[config.mk]
export PLATFORM = sky130hd
export DESIGN_NAME = elevation_sequence_tracker_flat
export DESIGN_NICKNAME = d
export VERILOG_FILES = /design/src/hw/rtl/est_pkg.sv /design/src/hw/rtl/est_in_if.sv /design/src/hw/rtl/est_out_if.sv /design/src/hw/rtl/elevation_sequence_tracker.sv /design/src/flat_wrapper.sv
export SDC_FILE = /design/constraint.sdc
export NUM_CORES = 2
export LEC_CHECK = 0
export BUFFER_PORTS_ARGS = -buffer_cell sky130_fd_sc_hd__buf_2
export CAP_MARGIN = 20
export CORE_ASPECT_RATIO = 0.75
export CORE_MARGIN = 10
export CORE_UTILIZATION = 45
export DETAILED_ROUTE_END_ITERATION = 10
export PLACE_DENSITY = 0.62
export RECOVER_POWER = 25
export SYNTH_ARGS = -nofsm -noshare
export SYNTH_HDL_FRONTEND = slang
export SYNTH_SLANG_ARGS = --single-unit
[constraint.sdc]
create_clock -name clk_i -period 20.8 [get_ports clk_i]
set_input_delay 4.16 -clock clk_i [delete_from_list [all_inputs] [get_ports clk_i]]
set_output_delay 4.16 -clock clk_i [all_outputs]
set_load 0.01 [all_outputs]
[src/hw/rtl/est_pkg.sv]
// est_pkg: shared widths, status codes and result type for the elevation sequence tracker
// no dependencies; used by the channel interfaces, the top level and the checker

package est_pkg;

  localparam int unsigned ELEV_W   = 15;
  localparam int unsigned TOL_W    = 10;
  localparam int unsigned STATUS_W = 3;
  localparam int unsigned SIDX_W   = 8;

  localparam logic [TOL_W-1:0] TOL_RESET = 10'd20;  // 0.20 degree

  // result status codes
  localparam logic [STATUS_W-1:0] ST_IN_SEQUENCE = 3'd0;
  localparam logic [STATUS_W-1:0] ST_RESYNCED    = 3'd1;
  localparam logic [STATUS_W-1:0] ST_LOST        = 3'd2;
  localparam logic [STATUS_W-1:0] ST_STORED      = 3'd3;
  localparam logic [STATUS_W-1:0] ST_FULL        = 3'd4;

  // input item kinds
  localparam logic KIND_STORE = 1'b0;
  localparam logic KIND_SWEEP = 1'b1;

  typedef struct packed {
    logic                       keep;
    logic [STATUS_W-1:0]        status;
    logic signed [SIDX_W-1:0]   state_index;
  } est_result_t;

endpackage

[src/hw/rtl/est_in_if.sv]
// est_in_if: valid/ready channel carrying one input item (store or sweep)
// depends on est_pkg for field widths

interface est_in_if;
  logic                                valid;
  logic                                ready;
  logic                                kind;
  logic signed [est_pkg::ELEV_W-1:0]   elevation;
  logic                                keep_flag;

  modport source (output valid, output kind, output elevation, output keep_flag,
                  input ready);
  modport sink   (input valid, input kind, input elevation, input keep_flag,
                  output ready);
endinterface

[src/hw/rtl/est_out_if.sv]
// est_out_if: valid/ready channel carrying one result item
// depends on est_pkg for field widths

interface est_out_if;
  logic                                valid;
  logic                                ready;
  logic                                keep;
  logic [est_pkg::STATUS_W-1:0]        status;
  logic signed [est_pkg::SIDX_W-1:0]   state_index;

  modport source (output valid, output keep, output status, output state_index,
                  input ready);
  modport sink   (input valid, input keep, input status, input state_index,
                  output ready);
endinterface

[src/hw/rtl/elevation_sequence_tracker.sv]
// elevation_sequence_tracker: follows a cyclic radar scan schedule and classifies sweeps
// depends on est_pkg, est_in_if and est_out_if

// A store item appends one schedule entry (expected elevation and keep flag) to an
// on-chip table of MAX_ENTRIES entries; a store into a full table is dropped and
// answered with status "table full". A sweep item is first compared with the entry
// after the current position (wrapping to entry 0); on a mismatch the table is scanned
// from entry 0 for the first entry within tolerance (|measured - expected| strictly
// below match_tolerance). Every input item yields exactly one result. A store item, and
// a sweep into an empty table, go from idle straight to the done state; a sweep first
// compares the expected entry and, on a mismatch, scans at most the number of stored
// entries. The single table read port and the single shared compare unit together
// check one entry per cycle. Input ready is high only while the sequencer is idle; a
// finished result sits in the output register while the next item is accepted.
// The user must write match_tolerance through cfg_we_i / cfg_wdata_i only while the
// block is idle; the block itself does not enforce this.

module elevation_sequence_tracker #(
  parameter int unsigned MAX_ENTRIES = 128
) (
  input  logic                         clk_i,
  input  logic                         rst_ni,
  input  logic                         cfg_we_i,
  input  logic [est_pkg::TOL_W-1:0]    cfg_wdata_i,
  est_in_if.sink                       in_i,
  est_out_if.source                    out_o
);

  localparam int unsigned IDX_W = (MAX_ENTRIES > 1) ? $clog2(MAX_ENTRIES) : 1;
  localparam int unsigned CNT_W = $clog2(MAX_ENTRIES + 1);
  localparam int unsigned POS_W = (IDX_W > est_pkg::SIDX_W) ? IDX_W : est_pkg::SIDX_W;
  localparam int unsigned DIF_W = est_pkg::ELEV_W + 1;

  // sequencer codes
  localparam logic [1:0] S_IDLE = 2'd0;
  localparam logic [1:0] S_NEXT = 2'd1;  // data of the expected entry is on the read port
  localparam logic [1:0] S_SCAN = 2'd2;  // resync scan, one entry per cycle
  localparam logic [1:0] S_DONE = 2'd3;  // result waits for the output register

  // schedule table
  logic signed [est_pkg::ELEV_W-1:0] mem_elev [MAX_ENTRIES];
  logic                              mem_keep [MAX_ENTRIES];

  logic [1:0]                         state_q, state_d;
  logic [CNT_W-1:0]                   count_q;
  logic [IDX_W-1:0]                   pos_q, pos_d;
  logic                               lost_q, lost_d;
  logic [est_pkg::TOL_W-1:0]          tol_q;
  logic signed [est_pkg::ELEV_W-1:0]  elev_q;
  logic [IDX_W-1:0]                   cmp_idx_q, cmp_idx_d;
  est_pkg::est_result_t               res_q, res_d;
  est_pkg::est_result_t               out_res_q;
  logic                               out_valid_q;

  logic [IDX_W-1:0]                   rd_addr;
  logic signed [est_pkg::ELEV_W-1:0]  rd_elev_q;
  logic                               rd_keep_q;

  logic                               in_xfer;
  logic                               out_load;
  logic                               mem_we;
  logic                               table_full;
  logic [CNT_W:0]                     pos_plus1;
  logic [CNT_W:0]                     cmp_plus1;
  logic [IDX_W-1:0]                   next_idx;

  // shared compare unit
  logic signed [DIF_W-1:0]            diff;
  logic [DIF_W-1:0]                   abs_diff;
  logic                               match;

  function automatic logic [est_pkg::SIDX_W-1:0] state_index_of(
    input logic             lost,
    input logic [IDX_W-1:0] pos
  );
    logic [POS_W-1:0] wide;
    wide = POS_W'(pos);
    return lost ? '1 : wide[est_pkg::SIDX_W-1:0];
  endfunction

  assign in_i.ready       = (state_q == S_IDLE);
  assign in_xfer          = in_i.valid && in_i.ready;
  assign table_full       = (count_q == CNT_W'(MAX_ENTRIES));
  assign mem_we           = in_xfer && (in_i.kind == est_pkg::KIND_STORE) && !table_full;
  assign out_load         = (state_q == S_DONE) && (!out_valid_q || out_o.ready);

  assign diff     = DIF_W'(elev_q) - DIF_W'(rd_elev_q);
  assign abs_diff = diff[DIF_W-1] ? DIF_W'(-diff) : DIF_W'(diff);
  assign match    = abs_diff < DIF_W'(tol_q);

  // position after the current one, wrapping past the last stored entry
  assign pos_plus1 = (CNT_W+1)'(pos_q) + 1'b1;
  assign next_idx  = (lost_q || (pos_plus1 >= {1'b0, count_q})) ? '0 : IDX_W'(pos_plus1);
  assign cmp_plus1 = (CNT_W+1)'(cmp_idx_q) + 1'b1;

  // sequencer
  always_comb begin
    state_d   = state_q;
    pos_d     = pos_q;
    lost_d    = lost_q;
    cmp_idx_d = cmp_idx_q;
    res_d     = res_q;
    rd_addr   = next_idx;
    case (state_q)
      S_IDLE: begin
        if (in_xfer) begin
          if (in_i.kind == est_pkg::KIND_STORE) begin
            res_d.keep        = 1'b0;
            res_d.status      = table_full ? est_pkg::ST_FULL : est_pkg::ST_STORED;
            res_d.state_index = state_index_of(lost_q, pos_q);
            state_d           = S_DONE;
          end else if (count_q == '0) begin
            // empty table: nothing can match
            lost_d            = 1'b1;
            res_d.keep        = 1'b1;
            res_d.status      = est_pkg::ST_LOST;
            res_d.state_index = '1;
            state_d           = S_DONE;
          end else begin
            cmp_idx_d = next_idx;
            state_d   = S_NEXT;
          end
        end
      end
      S_NEXT: begin
        if (match) begin
          pos_d             = cmp_idx_q;
          lost_d            = 1'b0;
          res_d.keep        = rd_keep_q;
          res_d.status      = est_pkg::ST_IN_SEQUENCE;
          res_d.state_index = state_index_of(1'b0, cmp_idx_q);
          state_d           = S_DONE;
        end else begin
          // mismatch: scan from entry 0
          rd_addr   = '0;
          cmp_idx_d = '0;
          state_d   = S_SCAN;
        end
      end
      S_SCAN: begin
        rd_addr = IDX_W'(cmp_plus1);
        if (match) begin
          pos_d             = cmp_idx_q;
          lost_d            = 1'b0;
          res_d.keep        = 1'b1;
          res_d.status      = est_pkg::ST_RESYNCED;
          res_d.state_index = state_index_of(1'b0, cmp_idx_q);
          state_d           = S_DONE;
        end else if (cmp_plus1 == {1'b0, count_q}) begin
          lost_d            = 1'b1;
          res_d.keep        = 1'b1;
          res_d.status      = est_pkg::ST_LOST;
          res_d.state_index = '1;
          state_d           = S_DONE;
        end else begin
          cmp_idx_d = IDX_W'(cmp_plus1);
        end
      end
      S_DONE: begin
        if (out_load) begin
          state_d = S_IDLE;
        end
      end
      default: begin
        state_d = S_IDLE;
      end
    endcase
  end

  // control state
  always_ff @(posedge clk_i or negedge rst_ni) begin
    if (!rst_ni) begin
      state_q     <= S_IDLE;
      count_q     <= '0;
      pos_q       <= '0;
      lost_q      <= 1'b1;
      tol_q       <= est_pkg::TOL_RESET;
      out_valid_q <= 1'b0;
    end else begin
      state_q <= state_d;
      pos_q   <= pos_d;
      lost_q  <= lost_d;
      if (mem_we) begin
        count_q <= count_q + 1'b1;
      end
      if (cfg_we_i) begin
        tol_q <= cfg_wdata_i;
      end
      if (out_load) begin
        out_valid_q <= 1'b1;
      end else if (out_o.ready) begin
        out_valid_q <= 1'b0;
      end
    end
  end

  // payload registers
  always_ff @(posedge clk_i) begin
    cmp_idx_q <= cmp_idx_d;
    res_q     <= res_d;
    if (in_xfer) begin
      elev_q <= in_i.elevation;
    end
    if (out_load) begin
      out_res_q <= res_q;
    end
  end

  // table write port (append) and registered read port
  always_ff @(posedge clk_i) begin
    if (mem_we) begin
      mem_elev[count_q[IDX_W-1:0]] <= in_i.elevation;
      mem_keep[count_q[IDX_W-1:0]] <= in_i.keep_flag;
    end
  end

  always_ff @(posedge clk_i) begin
    rd_elev_q <= mem_elev[rd_addr];
    rd_keep_q <= mem_keep[rd_addr];
  end

  assign out_o.valid       = out_valid_q;
  assign out_o.keep        = out_res_q.keep;
  assign out_o.status      = out_res_q.status;
  assign out_o.state_index = out_res_q.state_index;

endmodule

[src/flat_wrapper.sv]
// flat-port wrapper written by rule: the top's interface ports become plain ports
module elevation_sequence_tracker_flat 
#(
  parameter int unsigned MAX_ENTRIES = 128
)
  (clk_i, rst_ni, cfg_we_i, cfg_wdata_i, in_i_valid, in_i_kind, in_i_elevation, in_i_keep_flag, in_i_ready, out_o_valid, out_o_keep, out_o_status, out_o_state_index, out_o_ready);
  est_in_if in_i_i ();
  est_out_if out_o_i ();
  input  logic clk_i;
  input  logic rst_ni;
  input  logic cfg_we_i;
  input  logic [est_pkg::TOL_W-1:0] cfg_wdata_i;
  input wire logic [$bits(in_i_i.valid)-1:0] in_i_valid;
  input wire logic [$bits(in_i_i.kind)-1:0] in_i_kind;
  input wire logic [$bits(in_i_i.elevation)-1:0] in_i_elevation;
  input wire logic [$bits(in_i_i.keep_flag)-1:0] in_i_keep_flag;
  output wire logic [$bits(in_i_i.ready)-1:0] in_i_ready;
  output wire logic [$bits(out_o_i.valid)-1:0] out_o_valid;
  output wire logic [$bits(out_o_i.keep)-1:0] out_o_keep;
  output wire logic [$bits(out_o_i.status)-1:0] out_o_status;
  output wire logic [$bits(out_o_i.state_index)-1:0] out_o_state_index;
  input wire logic [$bits(out_o_i.ready)-1:0] out_o_ready;
  assign in_i_i.valid = in_i_valid;
  assign in_i_i.kind = in_i_kind;
  assign in_i_i.elevation = in_i_elevation;
  assign in_i_i.keep_flag = in_i_keep_flag;
  assign in_i_ready = in_i_i.ready;
  assign out_o_valid = out_o_i.valid;
  assign out_o_keep = out_o_i.keep;
  assign out_o_status = out_o_i.status;
  assign out_o_state_index = out_o_i.state_index;
  assign out_o_i.ready = out_o_ready;
  elevation_sequence_tracker #(.MAX_ENTRIES(MAX_ENTRIES)) u_core (.clk_i(clk_i), .rst_ni(rst_ni), .cfg_we_i(cfg_we_i), .cfg_wdata_i(cfg_wdata_i), .in_i(in_i_i), .out_o(out_o_i));
endmodule
==> run summary <==
The clock slew at the register clock pins of the worst setup and hold paths is 0.06 ns. The global-route congestion overflow total is 0. Per report_power, the combinational group accounts for 37.0% of the total. The clock tree from TritonCTS is yes. In this run the tightest slew margin relative to its limit is -195%. The combined area of the multi-input logic cells came out at 0.0213 mm^2. At the pin with the least slew margin, the transition time is 4.42 ns. The first-pass GRT wire length came out at 359000 um. The maximum number of pins on one net before global-route repair is 149. Of the cells placed in the final design, the portion with a size suffix greater than 1 is 10.5%. The tightest min-delay check is of the reg2reg type.

The number of buffers inserted by post-CTS setup repair came out at 0. The final core utilization is 50.5%. The run finished, with violations left. The number of global-route vias before repair came out at 48500. The area growth from synthesis to layout is 11.4%. The period utilization came out at 48.9%. The dominant delay contributor by cell family on the critical path is compound AO/OA/AOI/OAI gates.

STA classifies the critical path endpoint as a flop. Among all stages on the critical path, the largest delay is contributed by nor4_1. The final reports fail on capacitance limit, slew limit. The total internal power came out at 8310 uW. The clock network is responsible for 26.3% of the overall power.

STA classifies the critical path startpoint as a flop. Setup repair after global routing left no endpoint under its margin. The starting utilization of the core area is 45.3%. The library cells used most frequently in the layout, excluding fill and tap cells, are edfxtp_1, nand2_1, mux2i_1, nand3_1, buf_4. The port buffer count came out at 45.

The number of nets in the synthesized netlist is 5720. In this run, distinct cell masters in the synthesized netlist total 88. The finished layout cell area is 0.0969 mm^2. For this run, design rule violations remaining after detail routing come to 0.

The number of cells after detailed placement came out at 8111. 46 I/O pins were placed. The combined global-route utilization of all metal layers is 23.0%. The critical path required time came out at 21.56 ns. Clock latency on the worst-skew pair, taken at its later pin, is 0.85 ns. The die outline area is 0.211 mm^2. The via count came out at 52200. The total cell area at the placement stage is 0.0908 mm^2.

The average detailed-routed wire length per instance came out at 29.7 um. Counting I/O delays and the setup requirement, the final critical path takes 10.17 ns. The number of pins with negative max-slew slack in the final report is 1054. The count of state elements after synthesis came out at 2139. After the last flow step, the layout net total stands at 5847. For this run, asynchronously set or reset flops after synthesis account for 1.36%. The switching part of the total is 37.6%.

The total count of hold-check failures in the final report is 0. The clock sink total is 2139. The post-layout instance count excluding filler cells is 8481. The worst path buffer plus inverter count is 4. The number of hold buffers added after cts came out at 0. The library cell used most frequently in the layout, excluding fill and tap cells, is edfxtp_1. After clock tree synthesis, the repair step resized 0 gates. The count of H-tree levels built during CTS came out at 4. The congestion estimate from routability-driven global placement came to 0.891. The number of placement rows is 139. The final total negative setup slack is 0 ns. The largest voltage drop on the vdd net is 0.151 mV. The total of endpoints with negative setup slack in the final report is 0. The share of total power in sequential cells is 36.8%.

The number of buffers created by CTS is 195. The delay of the slowest cell on the worst path is 0.91 ns. The total power density per cell area is 138 mW/mm^2. The reported net switching power is 5010 uW. The y dimension of the die is 401 um. The die span in x came out at 528 um. The library cell used as clock root buffer is clkbuf_16. The number of flops mapped to enable cells by yosys came out at 2094.

The buffer depth of the longest clock path came out at 3. The final wirelength is 252000 um. After synthesis the cells add up to 0.0870 mm^2.

The setup skew after layout came out at 0.0255 ns. The flip-flop and latch area is 0.0639 mm^2. The number of standard cells after synthesis came out at 5646.

The vias per cell is 6.15. The critical path in this run is classified as reg2reg. Summed over all cells, the static leakage comes to 0.0352 uW. The number of antenna violations at the first check in global routing is 18. The detail route stage leaves a number of antenna-violating nets equal to 0. The floorplan core area is 0.192 mm^2. The most used flip-flop cell after synthesis is edfxtp_1.

The worst path arrival time is 10.93 ns. The first detailed-routing pass ran for 6 iterations. The sequential area share after synthesis is 73.5%. Along the worst path, the maximum fanout reaches 71. The warning count from the yosys run is 0. The synthesized area divided by synthesized cell count came out at 15.4 um^2.

After the first detailed-routing iteration, the DRC count stood at 7994. The number of maximum-capacitance violations is 19. The post-detailed-placement half-perimeter wirelength is 151000 um.

The filler cell count is 15800. The fmax came out at 0.0983 GHz.
==> per-stage QoR <==
stage | hold slack, ns | setup WS (ns) | power (uW)
after floorplan | 0.400 | 13.13 | 8280
final | 0.417 | 10.63 | 13300
after CTS | 0.417 | 10.83 | 13300
after detailed placement | 0.405 | 10.87 | 9790
after global routing | 0.425 | 9.97 | 13800
after global placement | 0.409 | 10.64 | 9750
==> cell families after synthesis <==
logic type / count (synthesis) / share of synthesized area [%]
flops: 2139 / 73.5
simple gates: 1453 / 7.49
compound gates: 816 / 7.12
mux: 736 / 8.52
buf+inv: 421 / 2.37
fa+ha+maj: 42 / 0.613
xor+xnor: 39 / 0.393
==> registers in the layout, indices dropped and copies added, names as in the netlist <==
signal / flops
u_core.tol_q: 10
u_core.out_o.keep: 1
u_core.out_o.valid: 1
u_core.cmp_idx_q: 7
u_core.rd_elev_q: 15
u_core.out_o.state_index: 8
u_core.lost_q: 1
u_core.pos_q: 7
u_core.count_q: 8
u_core.state_q: 2
u_core.elev_q: 15
u_core.mem_elev: 1920
u_core.out_o.status: 3
u_core.res_q: 12
u_core.rd_keep_q: 1
u_core.mem_keep: 128
==> path summary, 6_finish.rpt <==
path                                                  start  cells after the start  slack [ns]                               end
worst min-delay path             u_core.res_q[10]$_DFFE_PP_                      0        0.42  u_core.out_o.status[2]$_DFFE_PP_
worst max register to register  u_core.elev_q[12]$_DFFE_PP_                     25       10.63       u_core.rd_elev_q[4]$_DFF_P_
max in group asynchronous                            rst_ni                      1       15.98     u_core.count_q[5]$_DFFE_PN0P_
min in group asynchronous                            rst_ni                      1        3.79       u_core.tol_q[5]$_DFFE_PN0P_
worst max-delay path            u_core.elev_q[12]$_DFFE_PP_                     25       10.63       u_core.rd_elev_q[4]$_DFF_P_
worst min register to register   u_core.res_q[10]$_DFFE_PP_                      0        0.42  u_core.out_o.status[2]$_DFFE_PP_
==> synthesized netlist by cell type, types with 9 or more instances <==
master     number  area, um^2
o221ai_1       21         184
buf_2         149         746
edfxtp_1     2094       62900
o311a_1        85         851
mux2i_1       713        7140
nand2b_1        9        56.3
ha_1           41         513
or4_1          20         150
clkbuf_1      138         518
o211ai_1       33         248
a222oi_1       13         130
a21oi_1        93         465
buf_4          60         450
buf_1          14        52.6
nor3_1         32         160
nand4_1        91         569
o2bb2ai_1      18         158
o2111ai_1      36         315
xnor2_1        30         263
nor2_1        164         616
a211oi_1      132         991
dfrtp_1        26         651
a2111oi_0      18         158
xor2_1          9        78.8
nor4_1         51         319
nand2_1       779        2920
a32oi_1        70         613
mux2_2          9         101
buf_6           9         101
o22ai_1        81         507
o21ai_0        67         335
nand3_1       248        1240
mux2_1         13         146
a221oi_1       15         131
a221o_1        10         100
dfxtp_1        16         320
a21o_1         18         135
a31oi_1        19         119
a22oi_1        31         233
inv_1          51         191
==> final cells by class <==
class	instances	share of cell area, %
clock inverter	95	0.803
sequential	2139	66.0
inverter	51	0.198
timing repair buffer	300	2.26
clock buffer	261	5.48
tap	2538	3.28
antenna	11	0.0284
multi-input combinational	3086	22.0
==> per-layer routing <==
metal | vias up | GRT usage (%) | part of all wire [%]
met1 | 26500 | 35.9 | 44
li1 | 22400 | - | -
met2 | 2904 | 31.8 | 41
met5 | - | 0 | 0.023
met3 | 407 | 5.74 | 12
met4 | 10 | 5.95 | 2.7
==> power by group through the flow <==
stage / Sequential, uW / Combinational [uW] / Clock (uW)
finish: 4900 / 4930 / 3500
floorplan: 4960 / 3320 / 0
CTS: 4900 / 4820 / 3540
global placement: 4980 / 4760 / 0
global route: 4910 / 5210 / 3720
detailed placement: 4990 / 4800 / 0
Power figures use the tool's default switching activity.
